## config.mk

```make
export PLATFORM = sky130hd
export DESIGN_NAME = dspc_mul
export DESIGN_NICKNAME = d
export VERILOG_FILES = /design/src/hdl/dspc_pkg.sv /design/src/hdl/dspc_mul.sv
export SDC_FILE = /design/constraint.sdc
export NUM_CORES = 1
export LEC_CHECK = 0
export BUFFER_PORTS_ARGS = -buffer_cell sky130_fd_sc_hd__buf_2
export CAP_MARGIN = 0
export CORE_MARGIN = 8
export CORE_UTILIZATION = 40
export CTS_CLUSTER_SIZE = 40
export DETAILED_ROUTE_END_ITERATION = 8
export PLACE_DENSITY_LB_ADDON = 0.05
export SLEW_MARGIN = 20
export SYNTH_ARGS = -nofsm -noshare
export SYNTH_HDL_FRONTEND = slang
export SYNTH_SLANG_ARGS = --single-unit
export TNS_END_PERCENT = 5
```

## constraint.sdc

```tcl
create_clock -name clk -period 7 [get_ports clk]
set_input_delay 0.7 -clock clk [delete_from_list [all_inputs] [get_ports clk]]
set_output_delay 0.7 -clock clk [all_outputs]
set_load 0.1 [all_outputs]
```

## src/hdl/dspc_pkg.sv

```systemverilog
// dspc_pkg: shared constants, nominal tables and helper types for the DAC setpoint calibrator.
// No dependencies.
package dspc_pkg;

  localparam int CODE_MAX = 4095;
  localparam int CUR_MIN  = 1500;
  localparam int CUR_FS   = 22000;
  localparam int VOLT_FS  = 11000;
  localparam int KW       = 24;

  localparam logic [1:0] ST_CODE   = 2'd0;
  localparam logic [1:0] ST_RANGE  = 2'd1;
  localparam logic [1:0] ST_UNIT   = 2'd2;
  localparam logic [1:0] ST_STORED = 2'd3;

  localparam logic OP_STORE   = 1'b0;
  localparam logic OP_CONVERT = 1'b1;

  localparam logic [1:0] UNIT_CUR  = 2'd0;
  localparam logic [1:0] UNIT_VOLT = 2'd1;

  localparam logic [1:0] MODE_CUR = 2'd0;

  // Register indexes on the configuration port.
  localparam logic [1:0] REG_CH1_MODE = 2'd0;
  localparam logic [1:0] REG_CH2_MODE = 2'd1;
  localparam logic [1:0] REG_CH1_CAL  = 2'd2;
  localparam logic [1:0] REG_CH2_CAL  = 2'd3;

  function automatic logic [15:0] nom_ua(input logic [4:0] i);
    logic [15:0] r;
    case (i)
      5'd0: r = 16'd4000;   5'd1: r = 16'd4500;   5'd2: r = 16'd5000;
      5'd3: r = 16'd5500;   5'd4: r = 16'd6000;   5'd5: r = 16'd6500;
      5'd6: r = 16'd7000;   5'd7: r = 16'd7500;   5'd8: r = 16'd8000;
      5'd9: r = 16'd8500;   5'd10: r = 16'd9000;  5'd11: r = 16'd9500;
      5'd12: r = 16'd10000; 5'd13: r = 16'd10500; 5'd14: r = 16'd11000;
      5'd15: r = 16'd12000; 5'd16: r = 16'd12500; 5'd17: r = 16'd13000;
      5'd18: r = 16'd13500; 5'd19: r = 16'd14000; 5'd20: r = 16'd14500;
      5'd21: r = 16'd15000; 5'd22: r = 16'd15500; 5'd23: r = 16'd16000;
      5'd24: r = 16'd16500; 5'd25: r = 16'd17000; 5'd26: r = 16'd17500;
      5'd27: r = 16'd18000; 5'd28: r = 16'd18500; 5'd29: r = 16'd19000;
      5'd30: r = 16'd19500; 5'd31: r = 16'd20000;
      default: r = 16'd0;
    endcase
    return r;
  endfunction

  function automatic logic [15:0] nom_mv(input logic [4:0] i);
    logic [15:0] r;
    case (i)
      5'd0: r = 16'd200;    5'd1: r = 16'd500;    5'd2: r = 16'd750;
      5'd3: r = 16'd1000;   5'd4: r = 16'd1250;   5'd5: r = 16'd1500;
      5'd6: r = 16'd1750;   5'd7: r = 16'd2000;   5'd8: r = 16'd2250;
      5'd9: r = 16'd2500;   5'd10: r = 16'd2750;  5'd11: r = 16'd3000;
      5'd12: r = 16'd3250;  5'd13: r = 16'd3500;  5'd14: r = 16'd4000;
      5'd15: r = 16'd4500;  5'd16: r = 16'd5000;  5'd17: r = 16'd5500;
      5'd18: r = 16'd6000;  5'd19: r = 16'd6500;  5'd20: r = 16'd7000;
      5'd21: r = 16'd7500;  5'd22: r = 16'd7750;  5'd23: r = 16'd8000;
      5'd24: r = 16'd8250;  5'd25: r = 16'd8500;  5'd26: r = 16'd8750;
      5'd27: r = 16'd9000;  5'd28: r = 16'd9250;  5'd29: r = 16'd9500;
      5'd30: r = 16'd9750;  5'd31: r = 16'd10000;
      default: r = 16'd0;
    endcase
    return r;
  endfunction

  function automatic logic [15:0] nom(input logic cur, input logic [4:0] i);
    return cur ? nom_ua(i) : nom_mv(i);
  endfunction

  // Sequencer states.
  typedef enum logic [7:0] {
    S_IDLE  = 8'b0000_0001,
    S_SRCH  = 8'b0000_0010,
    S_RD    = 8'b0000_0100,
    S_MUL   = 8'b0000_1000,
    S_CHK   = 8'b0001_0000,
    S_DIV   = 8'b0010_0000,
    S_FIN   = 8'b0100_0000,
    S_OUT   = 8'b1000_0000
  } state_t;

  // Control to the serial divider.
  typedef struct packed {
    logic start;
  } div_ctl_t;

endpackage

```

## src/hdl/dspc_mul.sv

```systemverilog
// dspc_mul: serial shift-add multiplier, unsigned A times signed B, one bit of A per cycle.
// Depends on dspc_pkg.
module dspc_mul #(
  parameter int AW = 16,
  parameter int BW = 27
) (
  input  logic                     clk,
  input  logic                     rst_n,
  input  logic                     start,
  input  logic [AW-1:0]            a,
  input  logic signed [BW-1:0]     b,
  output logic signed [AW+BW-1:0]  prod,
  output logic                     done
);
  import dspc_pkg::*;
  localparam int CW = $clog2(AW + 1);

  logic [AW-1:0]              a_r;
  logic signed [AW+BW-1:0]    b_r, acc_r;
  logic [CW-1:0]              cnt_r;
  logic                       busy_r;

  always_ff @(posedge clk) begin
    if (!rst_n) begin
      busy_r <= 1'b0;
      cnt_r  <= '0;
    end else if (start) begin
      busy_r <= 1'b1;
      cnt_r  <= CW'(AW);
    end else if (busy_r) begin
      cnt_r <= cnt_r - 1'b1;
      if (cnt_r == CW'(1)) busy_r <= 1'b0;
    end
    if (start) begin
      a_r   <= a;
      b_r   <= (AW+BW)'(b);
      acc_r <= '0;
    end else if (busy_r) begin
      if (a_r[0]) acc_r <= acc_r + b_r;
      a_r <= a_r >> 1;
      b_r <= b_r <<< 1;
    end
  end

  assign prod = acc_r;
  assign done = !busy_r;
endmodule

```

==> results by group <==
Layout
  – Fillers: 1,642
  – Diodes inserted: 0
  – P&R area growth vs syn: 12.3%
  – NumNets Final: 855
  – Layout cells sized above 1: 21.6%

Place
  – Placer congestion estimate: 0.823
  – Port bufs: 89
  – Post-DP HPWL: 12.4 mm
  – Pre-CTS WS: 3.80 ns

Power
  – Pleak: 3.18 nW
  – Pwr dens: 250 nW/µm²
  – Peak supply drop: 0.000122 V
  – Total power: 1.87 mW

Critical path
  – Reg2reg end: prod[32]
  – Crit path from: b_r[0]
  – Critical Path Fanout Max: 4
  – FF-to-FF setup slack: 3.76 ns
  – CP Launch Type: register
  – Worst EP required: 7.31 ns
  – Crit. End Element: register
  – Crit path to: prod[32]
  – Critical path arrival: 3.55 ns
  – R2R cell count: 12
  – Kind of critical path: register to register
  – Reg2reg start: b_r[0]

STA
  – Worst Clk Skew: 0.0156 ns
  – Final Hold Vio Count: 0
  – Final Max Slew Viols: 0
  – Worst-margin pin slew: 0.823 ns
  – Final count of negative-setup-slack endpoints: 0
  – Worst setup margin: 3.76 ns
  – Slew headroom: 45.1%
  – Final worst-path cycle share: 46.3%
  – Max frequency: 309 MHz
  – RSZ-0062 raised after global routing: no
  – Final min period: 3.24 ns
  – Setup tns final: 0 ns

Die
  – Die H: 145 µm
  – Die footprint: 21,100 µm²
  – Starting Density: 40.6%
  – Die Wd: 145 µm
  – Standard-cell row count: 47
  – IO Pins: 90
  – Core Footprint: 16,500 µm²

Logic synthesis
  – Synth Flop Type: edfxtp_1
  – Syn Nets: 789
  – Netlist cell types: 72
  – Yosys reg bits: 108
  – Post-synth EDFFs: 59
  – Syn Std Cell Area: 6680 µm²
  – Synth Instances: 698
  – Synth warn: 0
  – Async SR Flop Fraction: 0%
  – Post-synthesis sequential area ratio: 41.2%
  – Syn avg cell area: 9.57 µm²

GRT
  – Overflow after GRT: 0
  – Number of global-route vias before repair: 5,688
  – GRT Overall Usage: 16.3%
  – Largest net degree at the start of global routing: 67
  – Initial antenna violation count: 0
  – First-pass GRT wire length: 28.6 mm

Drt
  – DR WL/cell: 17.3 µm
  – Post-route ant nets: 0
  – Pre-Repair DR Iteration Count: 5
  – Vias/cell: 5.44
  – Residual DRC: 0
  – Number of DRC markers in iteration 0: 332
  – Vias: 5,383
  – WL final: 17.1 mm

CTS
  – Number of buffers on the longest clock path: 2
  – Hold-fix buffers at CTS: 0
  – Root Buffer: clkbuf_16
  – CTS Buf Count: 9
  – H-tree depth: 3
  – Setup bufs post-CTS: 0
  – Clock Latency Late Sink: 0.37 ns
  – TritonCTS clock tree: done
  – Post_cts resized: 0
  – Worst-path clk slew: 0.08 ns
  – # clock sinks: 108

Worst hold path
  – Hold Crit Class: register to register

Flow run
  – Number of max-cap violations: 0

Run status
  – Status: completed
[cell usage in the layout (no fill, tap or decap), types with 4 or more instances in the layout]
cell type  netlist  layout
buf_2            3      88
nand2_1         75      75
a21oi_1         73      73
edfxtp_1        59      59
dfxtp_1         49      49
ha_1            44      44
o21ai_0         42      42
nor2_1          42      42
mux2_2          39      39
inv_1           35      35
xnor2_1         19      19
a21o_1          17      17
xor2_1          15      15
nor3_1          14      14
a211oi_1        13      13
nand4_1         12      12
clkbuf_16        0       9
nand3_1          7       7
o21bai_1         7       7
a31oi_1          6       6
o21a_1           6       6
inv_8            0       5
buf_4            3       5
and2_1           4       4
o211ai_1         4       4
or4_1            4       4
a22o_1           4       4
[metrics by stage]
step,util [%],instances,area (µm²),hold WS [ns]
6_report,45.5,989,7500,0.469
3_5_place_dp,43.7,973,7200,0.461
5_1_grt,45.5,989,7500,0.493
4_1_cts,45.5,989,7500,0.472
3_3_place_gp,43.7,973,7200,0.456
2_1_floorplan,-,698,6680,0.469
[flip-flops by register name, indices dropped and copies added (netlist names)]
name    flops
a_r        16
b_r        43
busy_r      1
cnt_r       5
prod       43
[per-layer routing]
layer | global-route usage, % | part of all wire (%) | routed length, µm
met1 | 20.4 | 48 | 8120
met2 | 26.9 | 46 | 7880
met3 | 3.95 | 4.6 | 788
met4 | 5.36 | 1.7 | 293
met5 | 0 | 0 | 0
[synthesized netlist by cell type (8+ instances only)]
cell type   n  area [µm²]
dfxtp_1    49         981
edfxtp_1   59        1770
nand4_1    12        75.1
xor2_1     15         131
xnor2_1    19         166
buf_6       8        90.1
a211oi_1   13        97.6
nor3_1     14        70.1
a21oi_1    73         365
o21ai_0    42         210
clkbuf_1   19        71.3
nor2_1     42         158
mux2_2     39         439
nand2_1    75         282
inv_1      35         131
a21o_1     17         128
ha_1       44         551
[worst max-delay path: stages, from the launching register on]
cell and delay [ns]:
edfxtp_1 0.40, ha_1 0.23, inv_1 0.08, fa_1 0.17
and2b_1 0.20, o2111ai_1 0.37, a21oi_4 0.12, a211oi_2 0.34
o211ai_1 0.17, a221oi_2 0.44, o21ai_1 0.17, nor4b_1 0.34
a211o_1 0.15
[report_power, final]
part	internal (mW)	switching, mW	leakage (nW)
combinational	0.178	0.392	2.04
clock	0.255	0.272	0.145
sequential	0.737	0.0399	0.998
total	1.17	0.703	3.18
[layout make-up]
class / count / area, µm² / share of cell area (%)
Timing Repair Buffer: 93 / 478 / 6.38
Sequential cell: 108 / 2750 / 36.7
Inverter: 35 / 131 / 1.75
Clock buffer: 9 / 225 / 3.00
Clock inverter: 7 / 72.6 / 0.968
Tap cell: 220 / 275 / 3.67
Multi-Input combinational cell: 517 / 3560 / 47.5
[logic make-up after synthesis]
group / count (synthesis) / synth area share [%]
muxes: 39 / 6.58
and+or+nand+nor: 194 / 14.1
AOI/OAI and AO/OA: 205 / 19.6
DFF: 108 / 41.2
xor gates and xnor gates: 34 / 4.46
adders and majority gates: 45 / 8.54
buffers and inverters: 73 / 5.43
[worst min path at each step]
stage / to / cells after the start / startpoint / slack, ns
after floorplan: cnt_r[1] / 2 / cnt_r[1] / 0.47
after global placement: prod[29] / 2 / prod[29] / 0.46
after detailed placement: prod[20] / 2 / prod[20] / 0.46
after CTS: prod[20] / 2 / prod[20] / 0.47
after global routing: prod[28] / 2 / prod[28] / 0.49
final: prod[20] / 2 / prod[20] / 0.47
Power figures use the tool's default switching activity.
