<file path="src/hdl/dspc_pkg.sv">
// dspc_pkg: shared constants, nominal tables and helper types for the DAC setpoint calibrator.
// No dependencies.
package dspc_pkg;

  localparam int CODE_MAX = 4095;
  localparam int CUR_MIN  = 1500;
  localparam int CUR_FS   = 22000;
  localparam int VOLT_FS  = 11000;
  localparam int KW       = 24;

  localparam logic [1:0] ST_CODE   = 2'd0;
  localparam logic [1:0] ST_RANGE  = 2'd1;
  localparam logic [1:0] ST_UNIT   = 2'd2;
  localparam logic [1:0] ST_STORED = 2'd3;

  localparam logic OP_STORE   = 1'b0;
  localparam logic OP_CONVERT = 1'b1;

  localparam logic [1:0] UNIT_CUR  = 2'd0;
  localparam logic [1:0] UNIT_VOLT = 2'd1;

  localparam logic [1:0] MODE_CUR = 2'd0;

  // Register indexes on the configuration port.
  localparam logic [1:0] REG_CH1_MODE = 2'd0;
  localparam logic [1:0] REG_CH2_MODE = 2'd1;
  localparam logic [1:0] REG_CH1_CAL  = 2'd2;
  localparam logic [1:0] REG_CH2_CAL  = 2'd3;

  function automatic logic [15:0] nom_ua(input logic [4:0] i);
    logic [15:0] r;
    case (i)
      5'd0: r = 16'd4000;   5'd1: r = 16'd4500;   5'd2: r = 16'd5000;
      5'd3: r = 16'd5500;   5'd4: r = 16'd6000;   5'd5: r = 16'd6500;
      5'd6: r = 16'd7000;   5'd7: r = 16'd7500;   5'd8: r = 16'd8000;
      5'd9: r = 16'd8500;   5'd10: r = 16'd9000;  5'd11: r = 16'd9500;
      5'd12: r = 16'd10000; 5'd13: r = 16'd10500; 5'd14: r = 16'd11000;
      5'd15: r = 16'd12000; 5'd16: r = 16'd12500; 5'd17: r = 16'd13000;
      5'd18: r = 16'd13500; 5'd19: r = 16'd14000; 5'd20: r = 16'd14500;
      5'd21: r = 16'd15000; 5'd22: r = 16'd15500; 5'd23: r = 16'd16000;
      5'd24: r = 16'd16500; 5'd25: r = 16'd17000; 5'd26: r = 16'd17500;
      5'd27: r = 16'd18000; 5'd28: r = 16'd18500; 5'd29: r = 16'd19000;
      5'd30: r = 16'd19500; 5'd31: r = 16'd20000;
      default: r = 16'd0;
    endcase
    return r;
  endfunction

  function automatic logic [15:0] nom_mv(input logic [4:0] i);
    logic [15:0] r;
    case (i)
      5'd0: r = 16'd200;    5'd1: r = 16'd500;    5'd2: r = 16'd750;
      5'd3: r = 16'd1000;   5'd4: r = 16'd1250;   5'd5: r = 16'd1500;
      5'd6: r = 16'd1750;   5'd7: r = 16'd2000;   5'd8: r = 16'd2250;
      5'd9: r = 16'd2500;   5'd10: r = 16'd2750;  5'd11: r = 16'd3000;
      5'd12: r = 16'd3250;  5'd13: r = 16'd3500;  5'd14: r = 16'd4000;
      5'd15: r = 16'd4500;  5'd16: r = 16'd5000;  5'd17: r = 16'd5500;
      5'd18: r = 16'd6000;  5'd19: r = 16'd6500;  5'd20: r = 16'd7000;
      5'd21: r = 16'd7500;  5'd22: r = 16'd7750;  5'd23: r = 16'd8000;
      5'd24: r = 16'd8250;  5'd25: r = 16'd8500;  5'd26: r = 16'd8750;
      5'd27: r = 16'd9000;  5'd28: r = 16'd9250;  5'd29: r = 16'd9500;
      5'd30: r = 16'd9750;  5'd31: r = 16'd10000;
      default: r = 16'd0;
    endcase
    return r;
  endfunction

  function automatic logic [15:0] nom(input logic cur, input logic [4:0] i);
    return cur ? nom_ua(i) : nom_mv(i);
  endfunction

  // Sequencer states.
  typedef enum logic [7:0] {
    S_IDLE  = 8'b0000_0001,
    S_SRCH  = 8'b0000_0010,
    S_RD    = 8'b0000_0100,
    S_MUL   = 8'b0000_1000,
    S_CHK   = 8'b0001_0000,
    S_DIV   = 8'b0010_0000,
    S_FIN   = 8'b0100_0000,
    S_OUT   = 8'b1000_0000
  } state_t;

  // Control to the serial divider.
  typedef struct packed {
    logic start;
  } div_ctl_t;

endpackage

</file>
<file path="src/hdl/dspc_div.sv">
// dspc_div: restoring serial divider, one quotient bit per cycle.
// Depends on dspc_pkg.
module dspc_div #(
  parameter int NW = 48,
  parameter int DW = 40
) (
  input  logic              clk,
  input  logic              rst_n,
  input  dspc_pkg::div_ctl_t ctl,
  input  logic [NW-1:0]     num,
  input  logic [DW-1:0]     den,
  output logic [NW-1:0]     quo,
  output logic              done
);
  import dspc_pkg::*;
  localparam int CW = $clog2(NW + 1);

  logic [NW-1:0] q_r, q_nxt;
  logic [DW:0]   rem_r, rem_nxt;
  logic [DW-1:0] d_r;
  logic [CW-1:0] cnt_r, cnt_nxt;
  logic          busy_r, busy_nxt;
  logic [DW:0]   trial;

  always_comb begin
    trial    = {rem_r[DW-1:0], q_r[NW-1]};
    q_nxt    = q_r;
    rem_nxt  = rem_r;
    cnt_nxt  = cnt_r;
    busy_nxt = busy_r;
    if (ctl.start) begin
      q_nxt    = num;
      rem_nxt  = '0;
      cnt_nxt  = CW'(NW);
      busy_nxt = 1'b1;
    end else if (busy_r) begin
      if (trial >= {1'b0, d_r}) begin
        rem_nxt = trial - {1'b0, d_r};
        q_nxt   = {q_r[NW-2:0], 1'b1};
      end else begin
        rem_nxt = trial;
        q_nxt   = {q_r[NW-2:0], 1'b0};
      end
      cnt_nxt = cnt_r - 1'b1;
      if (cnt_r == CW'(1)) busy_nxt = 1'b0;
    end
  end

  always_ff @(posedge clk) begin
    if (!rst_n) begin
      busy_r <= 1'b0;
      cnt_r  <= '0;
    end else begin
      busy_r <= busy_nxt;
      cnt_r  <= cnt_nxt;
    end
    q_r   <= q_nxt;
    rem_r <= rem_nxt;
    if (ctl.start) d_r <= den;
  end

  assign quo  = q_r;
  assign done = !busy_r;
endmodule

</file>
<file path="config.mk">
export PLATFORM = sky130hd
export DESIGN_NAME = dspc_div
export DESIGN_NICKNAME = d
export VERILOG_FILES = /design/src/hdl/dspc_pkg.sv /design/src/hdl/dspc_div.sv
export SDC_FILE = /design/constraint.sdc
export NUM_CORES = 1
export LEC_CHECK = 0
export BUFFER_PORTS_ARGS = -buffer_cell sky130_fd_sc_hd__buf_2
export CAP_MARGIN = 10
export CORE_ASPECT_RATIO = 0.75
export CORE_UTILIZATION = 45
export DETAILED_ROUTE_END_ITERATION = 10
export GPL_ROUTABILITY_DRIVEN = 0
export GPL_TIMING_DRIVEN = 0
export PLACE_DENSITY = 0.67
export SYNTH_ARGS = -nofsm -noshare
export SYNTH_HDL_FRONTEND = slang
export SYNTH_SLANG_ARGS = --single-unit
</file>
<file path="constraint.sdc">
create_clock -name clk -period 7.3 [get_ports clk]
set_input_delay 0.73 -clock clk [delete_from_list [all_inputs] [get_ports clk]]
set_output_delay 0.73 -clock clk [all_outputs]
set_load 0.01 [all_outputs]
</file>
==> results of run 1 <==
sequential cells by signal, indices dropped and copies added (netlist names):
signal	flops
quo	48
d_r	40
rem_r	40
cnt_r	6
busy_r	1
Yosys cell counts (2+ instances only):
| cell | number | area (um2) |
|---|---|---|
| edfxtp_1 | 88 | 2643 |
| nor2_1 | 84 | 315.3 |
| a21oi_1 | 64 | 320.3 |
| inv_1 | 54 | 202.7 |
| mux2_2 | 49 | 551.8 |
| dfxtp_1 | 47 | 940.9 |
| ha_1 | 42 | 525.5 |
| nand2_1 | 39 | 146.4 |
| a211oi_1 | 38 | 285.3 |
| clkbuf_1 | 28 | 105.1 |
| o21ai_0 | 22 | 110.1 |
| xnor2_1 | 22 | 192.7 |
| a21o_1 | 18 | 135.1 |
| mux2i_1 | 17 | 170.2 |
| xor2_1 | 16 | 140.1 |
| nor3_1 | 11 | 55.05 |
| nand3_1 | 10 | 50.05 |
| o21bai_1 | 9 | 67.56 |
| nand4_1 | 7 | 43.79 |
| and3_1 | 6 | 37.54 |
| o21ai_1 | 6 | 30.03 |
| nor2b_1 | 5 | 31.28 |
| o21a_1 | 5 | 37.54 |
| buf_6 | 4 | 45.04 |
| nand2b_1 | 4 | 25.02 |
| or3_1 | 4 | 25.02 |
| a21oi_2 | 3 | 26.28 |
| a221oi_2 | 3 | 45.04 |
| a31o_2 | 3 | 26.28 |
| buf_4 | 3 | 22.52 |
| a31oi_1 | 2 | 12.51 |
| and2_1 | 2 | 12.51 |
| buf_2 | 2 | 10.01 |
| nor3b_1 | 2 | 15.01 |
| nor4_1 | 2 | 12.51 |
| o32ai_1 | 2 | 17.52 |
| or2_2 | 2 | 12.51 |
| or3b_2 | 2 | 17.52 |
| or4_1 | 2 | 15.01 |
stage by stage:
| step | worst slack (ns) | hold WS [ns] |
|---|---|---|
| floorplan | 4.190 | 0.4685 |
| global placement | 3.553 | 0.4875 |
| detailed placement | 3.531 | 0.4891 |
| CTS | 3.707 | 0.4675 |
| global route | 3.265 | 0.4627 |
| finish | 3.618 | 0.4776 |
power groups by stage:
| stage | Clock (mW) | Sequential (mW) | Combinational (mW) |
|---|---|---|---|
| CTS | 0.838 | 0.927 | 0.471 |
| global placement | 0 | 0.939 | 0.465 |
| detailed placement | 0 | 0.942 | 0.468 |
| finish | 0.826 | 0.927 | 0.473 |
| floorplan | 0 | 0.949 | 0.322 |
| global route | 0.864 | 0.935 | 0.528 |
cell families after synthesis:
family                     count (synthesis)  synth area share (%)
muxes                                     66                 9.300
DFF                                      135                 46.16
adders and majority gates                 43                 7.028
buffers and inverters                     94                 5.319
xor gates and xnor gates                  38                 4.287
AOI/OAI and AO/OA                        193                 16.76
and+or+nand+nor                          187                 11.14
metal layers:
metal | vias up | GRT usage, % | part of all wire, %
li1 | 3063 | - | -
met3 | 16 | 4.787 | 4.4
met2 | 134 | 31.30 | 43
met1 | 2925 | 30.98 | 52
met5 | - | 0 | 0
met4 | 0 | 4.067 | 0.74
critical path, cell delays in order (launching register included):
cell	delay [ns]
edfxtp_1	0.42
inv_1	0.08
ha_1	0.18
inv_1	0.06
fa_1	0.42
a211oi_1	0.42
o21ai_0	0.19
or3b_4	0.31
a31oi_4	0.12
a221oi_2	0.52
o221ai_2	0.22
a221oi_2	0.30
mux2i_1	0.24
a21oi_1	0.08
cells in the final DEF, fill, tap and decap left out, drive strengths merged, types with 5 or more instances in the layout:
cell type    n
nand2       39
clkinv       8
a211oi      39
dfxtp       47
nor3        11
a21o        18
edfxtp      88
o21bai       9
nand4        7
nand3       10
inv         57
buf        150
mux2i       17
mux2        49
and3         6
a21oi       67
o21a         5
nor2        84
o21ai       28
clkbuf      46
nor2b        5
xnor2       22
ha          42
xor2        16
area by class of cell:
cell class	count	share of cell area, %
tap	215	2.896
clock buffer	18	4.727
inverter	55	2.222
clock inverter	14	1.333
buffer	39	2.222
timing repair buffer	139	7.488
multi-input combinational	527	40.54
sequential	135	38.57
worst paths after layout:
path / from / cells after the start / slack, ns / end
worst min register to register: cnt_r[1] / 2 / 0.50 / cnt_r[1]
worst min-delay path: den[13] / 1 / 0.48 / d_r[13]
worst max register to register: quo[47] / 13 / 3.62 / rem_r[36]
worst max-delay path: quo[47] / 13 / 3.62 / rem_r[36]
==> metrics, run 1 <==
DR DRC count=0; Async SR Flop Fraction=0%; CP arrival=3.97 ns; Leak=4.030 nW; fmax=271.6 MHz; Post-Syn Instances=756; Setup CP Type=flip-flop to flip-flop; I/O pin cnt=140; Clock power frac=37.1%; Die Area=17780 um2; worst hold path type=input pin to flip-flop; register area=3583 um2; area of the multi-input gates=3766 um2; TritonCTS clock tree=built; GR Overflow Total=0; Via-to-Cell Ratio=5.375; number of core rows=41; total setup buffers inserted after CTS=0; Reg power frac=41.7%; final instance area=9290 um2; P per Cell Area=239.5 nW/um2; Overall Global Routing Usage=20.95%; slew margin rel.=22.65%; Seq/Total Area, Yosys=46.16%; Ant. Diodes=0; first-pass GRT wire length=29140 um; EDFF count, synth=88; Fin. Hold Viols=0; crit-path max FO=3; Total Nets Final=1048; Pins Over Slew Limit=0; die width=153.7 um; # resized after CTS=0; post-layout util=55.21%; wire length per cell=16.14 um; Vias=6138; Synth Flop Type=edfxtp_1; placed cell count=1110; CTS Hold Bufs=0; internal power=1.572 mW; Core ar.=16830 um2; endpoints failing setup=0; Port-buffer cells=139; Worst Skew=0.006984 ns; TritonRoute pass-1 iters=5; Sw Pwr=653.2 uW; worst path required time=7.58 ns; setup TNS=0 ns; Sink Count=135; Power, Total=2.225 mW; Tightest Pin Transition=1.160 ns; Syn. warnings=0; Comb pwr share=21.2%; Clock Path Buffers=2; post-synthesis sequential element count=135; layout cells sized above 1=26.97%; Tmin final=3.682 ns; Startpoint Class=flip-flop; Post-Synthesis Mean Instance Area=10.27 um2; Area after DPL=8727 um2; Post-Layout Cell Count=1142; ratio of final minimum period to clock period=50.44%; insertion delay to the later sink of the worst-skew pair=0.42 ns; CTS Buf Count=17; Clk pin slew, worst setup/hold paths=0.06 ns; post-synthesis cell area=7762 um2; Die Y=115.7 um; Starting DRT DRC Count=353; Synth Net Count=890; initial core utilization=46.13%; vias in the first global route=5668; clk root buf=clkbuf_16; crit end category=flip-flop; Max Cap Viol=0; Final ANT Viol Nets=0; CTS H-Tree Depth=4; initial antenna violation count=0; Peak VDD IR=0.1355 mV; Layout area overhead=19.68%; dpl hpwl=13530 um; pin count of the biggest net entering global routing=49; sw frac=29.36%; fill cell count=1515; outcome=complete, no violations; RSZ-0062 raised after global routing=no; final wirelength=18430 um; post-synthesis cell type count=66
Power figures use the tool's default switching activity.
==> run 2: changes to the inputs <==
==> constraint.sdc (replaced) <==
create_clock -name clk -period 3.8 [get_ports clk]
set_input_delay 0.38 -clock clk [delete_from_list [all_inputs] [get_ports clk]]
set_output_delay 0.38 -clock clk [all_outputs]
set_load 0.01 [all_outputs]
==> metrics, run 2 (synthesized netlist as in run 1, its figures left out) <==
outcome=complete, no violations; Starting DRT DRC Count=333; slowest CP cell=a221oi_4; M2 GR Usage=31.30%; Sw Pwr=1.259 mW; Largest register FFs=48; insertion delay to the later sink of the worst-skew pair=0.42 ns; Power, Total=4.280 mW; Startpoint Class=flip-flop; CTS H-Tree Depth=4; dpl hpwl=13530 um; Setup CP Type=flip-flop to flip-flop; CP arrival=3.84 ns; Max Cap Viol=0; Clock power frac=37.1%; Die Area=17780 um2; Setup crit start=quo[47]; Port-buffer cells=139; Layout area overhead=19.89%; Clk pin slew, worst setup/hold paths=0.06 ns; final worst-path setup slack=0.2452 ns; layout cells sized above 1=27.08%; Comb pwr share=21.3%; Vias=6132; Ant. Diodes=0; P per Cell Area=459.9 nW/um2; crit-path max FO=3; die width=153.7 um; CTS Buf Count=17; clk root buf=clkbuf_16; RSZ-0062 raised after global routing=no; Register-to-Register Path Depth=13; DR DRC count=0; first-pass GRT wire length=29140 um; Worst Skew=0.006530 ns; placed cell count=1110; met3 Use GR=4.787%; Via-to-Cell Ratio=5.370; Tmin final=3.555 ns; TritonRoute pass-1 iters=5; Post-Layout Cell Count=1142; TritonCTS clock tree=built; Peak VDD IR=0.2606 mV; Pins Over Slew Limit=0; post-layout util=55.31%; met1 global-route usage=30.98%; final instance area=9306 um2; r2r startpoint=quo[47]; Leak=4.031 nW; wire length per cell=16.22 um; busiest grt layer=met2; slew margin rel.=22.93%; initial core utilization=46.13%; Fin. Hold Viols=0; cell mode on critical path=inv_1; GR Overflow Total=0; Overall Global Routing Usage=20.95%; number of core rows=41; Reg power frac=41.6%; endpoints failing setup=0; CP cell instances=inv_1 > ha_1 > inv_1 > fa_1 > a211oi_1 > o21ai_0 > or3b_4 > a31oi_4 > a221oi_4 > o221ai_2 > a221oi_2 > mux2i_1 > a21oi_1; Total Nets Final=1048; Max stage delay on crit path=0.43 ns; pin count of the biggest net entering global routing=49; Clock Path Buffers=2; final wirelength=18520 um; commonest non-fill, non-tap cell in the layout=buf_2; internal power=3.021 mW; I/O pin cnt=140; Area after DPL=8727 um2; worst hold path type=input pin to flip-flop; ratio of final minimum period to clock period=93.55%; Final ANT Viol Nets=0; Hold Startpoint=den[13]; setup TNS=0 ns; R2R Setup Slk=0.25 ns; Core ar.=16830 um2; most frequent cells in the layout=buf_2 (141), edfxtp_1 (88), nor2_1 (84); Sink Count=135; Die Y=115.7 um; Reg-to-Reg End=rem_r[36]; DP Worst Slack=0.2403 ns; Tightest Pin Transition=1.156 ns; initial antenna violation count=0; sw frac=29.42%; Min Hold Slack=0.1275 ns; Critical Path Sink=rem_r[36]; worst path required time=4.08 ns; fmax=281.3 MHz; crit end category=flip-flop; vias in the first global route=5668
## run 2: final cells by class
class / count / area [um2]
Clock buffer: 18 / 439.2
Inverter: 55 / 206.4
Fill cell: 1515 / 7520
Tap cell: 215 / 269.0
Sequential cell: 135 / 3583
Timing Repair Buffer: 139 / 695.7
Multi-Input combinational cell: 527 / 3782
Clock inverter: 14 / 123.9
Buffer: 39 / 206.4
## run 2: how the worst min path moves through the flow
stage,end,slack [ns],depth (start not counted)
final,d_r[13],0.13,1
after global routing,d_r[13],0.11,1
after CTS,d_r[13],0.12,1
after detailed placement,cnt_r[1],0.49,2
after global placement,cnt_r[1],0.49,2
after floorplan,cnt_r[1],0.47,2
## run 2: repair_timing
item,4_1_cts,5_1_grt
setup buffers,0,0
gates resized for setup,0,2
endpoints found under the setup margin,0,2
hold buffers,0,0
## run 2: power by group through the flow
stage,registers (mW),logic (mW),clock network (mW)
2_1_floorplan,1.82,0.619,0
3_3_place_gp,1.80,0.893,0
3_5_place_dp,1.81,0.899,0
4_1_cts,1.78,0.904,1.61
5_1_grt,1.80,1.02,1.66
6_report,1.78,0.913,1.59
## run 2: worst max-delay path, delay by kind of cell (launching register included)
kind / cells / cell delay (ns)
AOI/OAI and AO/OA: 7 / 1.72
adders and majority gates: 2 / 0.60
buffers and inverters: 2 / 0.14
DFF: 1 / 0.41
muxes: 1 / 0.24
and+or+nand+nor: 1 / 0.30
## run 2: metal layers
layer / share of wire, % / up-vias
met2: 43 / 137
li1: - / 3066
met1: 52 / 2912
met5: 0 / -
met4: 0.73 / 0
met3: 4.4 / 17
==> run 3: changes to the inputs <==
--- a/config.mk
+++ b/config.mk
@@ -7,12 +7,14 @@
 export LEC_CHECK = 0
 export BUFFER_PORTS_ARGS = -buffer_cell sky130_fd_sc_hd__buf_2
 export CAP_MARGIN = 10
+export CELL_PAD_IN_SITES_DETAIL_PLACEMENT = 1
+export CELL_PAD_IN_SITES_GLOBAL_PLACEMENT = 1
 export CORE_ASPECT_RATIO = 0.75
-export CORE_UTILIZATION = 45
+export CORE_UTILIZATION = 44
 export DETAILED_ROUTE_END_ITERATION = 10
 export GPL_ROUTABILITY_DRIVEN = 0
 export GPL_TIMING_DRIVEN = 0
-export PLACE_DENSITY = 0.67
+export PLACE_DENSITY_LB_ADDON = 0.1
 export SYNTH_ARGS = -nofsm -noshare
 export SYNTH_HDL_FRONTEND = slang
 export SYNTH_SLANG_ARGS = --single-unit
==> metrics, run 3 (synthesized netlist as in run 1, its figures left out) <==
Power, Total=4.438 mW; total setup buffers inserted after CTS=0; vias in the first global route=6693; clk root buf=clkbuf_16; outcome=complete, no violations; initial core utilization=45.58%; number of core rows=41; DR top layer=met4; setup TNS=0 ns; Final ANT Viol Nets=0; final worst-path setup slack=0.1346 ns; Max stage delay on crit path=0.55 ns; sw frac=30.38%; Fin. Hold Viols=0; DR DRC count=0; wire length per cell=18.93 um; CP arrival=3.96 ns; worst hold endpoint=d_r[12]; Worst Skew=0.01198 ns; I/O pin cnt=140; Tmin final=3.665 ns; met1 WL=10010 um; most frequent cells in the layout=buf_2 (141), edfxtp_1 (88), nor2_1 (84); endpoints failing setup=0; Largest register FFs=48; Overall Global Routing Usage=24.67%; Port-buffer cells=139; Total Nets Final=1048; worst hold path type=input pin to flip-flop; insertion delay to the later sink of the worst-skew pair=0.43 ns; Peak VDD IR=0.2345 mV; fill cell count=1929; Comb pwr share=21.5%; Starting DRT DRC Count=224; commonest non-fill, non-tap cell in the layout=buf_2; die width=155.4 um; Sink Count=135; TritonCTS clock tree=built; WP buf/inv=2; Crit path max-delay family=compound AO/OA/AOI/OAI gates; GR Overflow Total=0; worst path required time=4.10 ns; Startpoint Class=flip-flop; ratio of final minimum period to clock period=96.46%; Max Cap Viol=0; fmax=272.8 MHz; crit end category=flip-flop; P per Cell Area=474.4 nW/um2; layout cells sized above 1=27.18%; Die Area=18180 um2; Reg power frac=40.1%; crit-path max FO=3; Hold Startpoint=den[12]; Clock power frac=38.3%; placed cell count=1131; slowest CP cell=a221oi_2; Clk pin slew, worst setup/hold paths=0.06 ns; CTS Buf Count=17; r2r startpoint=quo[47]; pin count of the biggest net entering global routing=49; initial antenna violation count=0; Setup crit start=quo[47]; Reg-to-Reg End=rem_r[36]; Tightest Pin Transition=1.162 ns; Layout area overhead=20.54%; DP Worst Slack=0.08120 ns; TritonRoute pass-1 iters=5; Vias=6379; Min Hold Slack=0.1195 ns; Setup CP Type=flip-flop to flip-flop; Leak=4.048 nW; dpl hpwl=15940 um; Post-Layout Cell Count=1163; final wirelength=22010 um; Hold Path Stages=1; CTS H-Tree Depth=4; WL met2=10790 um; Register-to-Register Path Depth=13; slew margin rel.=22.53%; Core ar.=17030 um2; Ant. Diodes=0; Sw Pwr=1.349 mW; Die Y=117.0 um; CP cell instances=inv_1 > ha_1 > inv_1 > fa_1 > a211oi_2 > o21ai_0 > or3b_4 > a31oi_4 > a221oi_2 > o221ai_2 > a221oi_2 > mux2i_1 > a21oi_1; Via-to-Cell Ratio=5.485; R2R Setup Slk=0.13 ns; wire length on met3=906 um; Pins Over Slew Limit=0; first-pass GRT wire length=34400 um; Clock Path Buffers=2; internal power=3.090 mW
[run 3: layer usage]
metal	up-vias	global-route usage (%)
li1	3068	-
met1	3140	31.75
met2	141	42.24
met3	30	5.081
met4	0	7.255
met5	-	0
[run 3: stage by stage]
stage               util, %  cell area [um2]
floorplan                 -             7762
global placement      51.40             8753
detailed placement    51.40             8753
CTS                   54.88             9346
global route          54.94             9356
finish                54.94             9356
[run 3: repair_timing]
action | in CTS | in global routing
setup endpoints to repair | 0 | 5
resized for setup | 0 | 2
hold buffers | 0 | 0
[run 3: worst reg2reg max path: stages, from the launching register on]
cell and delay [ns]:
edfxtp_1 0.41, inv_1 0.09, ha_1 0.18, inv_1 0.06
fa_1 0.46, a211oi_2 0.37, o21ai_0 0.16, or3b_4 0.30
a31oi_4 0.12, a221oi_2 0.55, o221ai_2 0.24, a221oi_2 0.28
mux2i_1 0.25, a21oi_1 0.09
[run 3: worst max path at each step]
stage / endpoint / slack (ns) / depth (start not counted)
after floorplan: rem_r[36] / 0.69 / 13
after global placement: rem_r[38] / 0.23 / 13
after detailed placement: rem_r[38] / 0.08 / 13
after CTS: rem_r[38] / 0.04 / 13
after global routing: rem_r[36] / -0.007 / 13
final: rem_r[36] / 0.13 / 13
[run 3: area by class of cell]
| class | instances | area [um2] | share of cell area (%) |
|---|---|---|---|
| Clock inverter | 14 | 163.9 | 1.752 |
| Clock buffer | 18 | 429.2 | 4.587 |
| Tap cell | 236 | 295.3 | 3.156 |
| Buffer | 39 | 206.4 | 2.206 |
| Inverter | 55 | 206.4 | 2.206 |
| Timing Repair Buffer | 139 | 695.7 | 7.435 |
| Multi-Input combinational cell | 527 | 3776 | 40.36 |
| Sequential cell | 135 | 3583 | 38.30 |
[run 3: power by group through the flow]
| stage | combinational, mW | clock (mW) | sequential [mW] |
|---|---|---|---|
| global placement | 0.894 | 0 | 1.80 |
| floorplan | 0.619 | 0 | 1.82 |
| detailed placement | 0.933 | 0 | 1.81 |
| finish | 0.956 | 1.70 | 1.78 |
| global route | 1.05 | 1.77 | 1.80 |
| CTS | 0.950 | 1.73 | 1.78 |
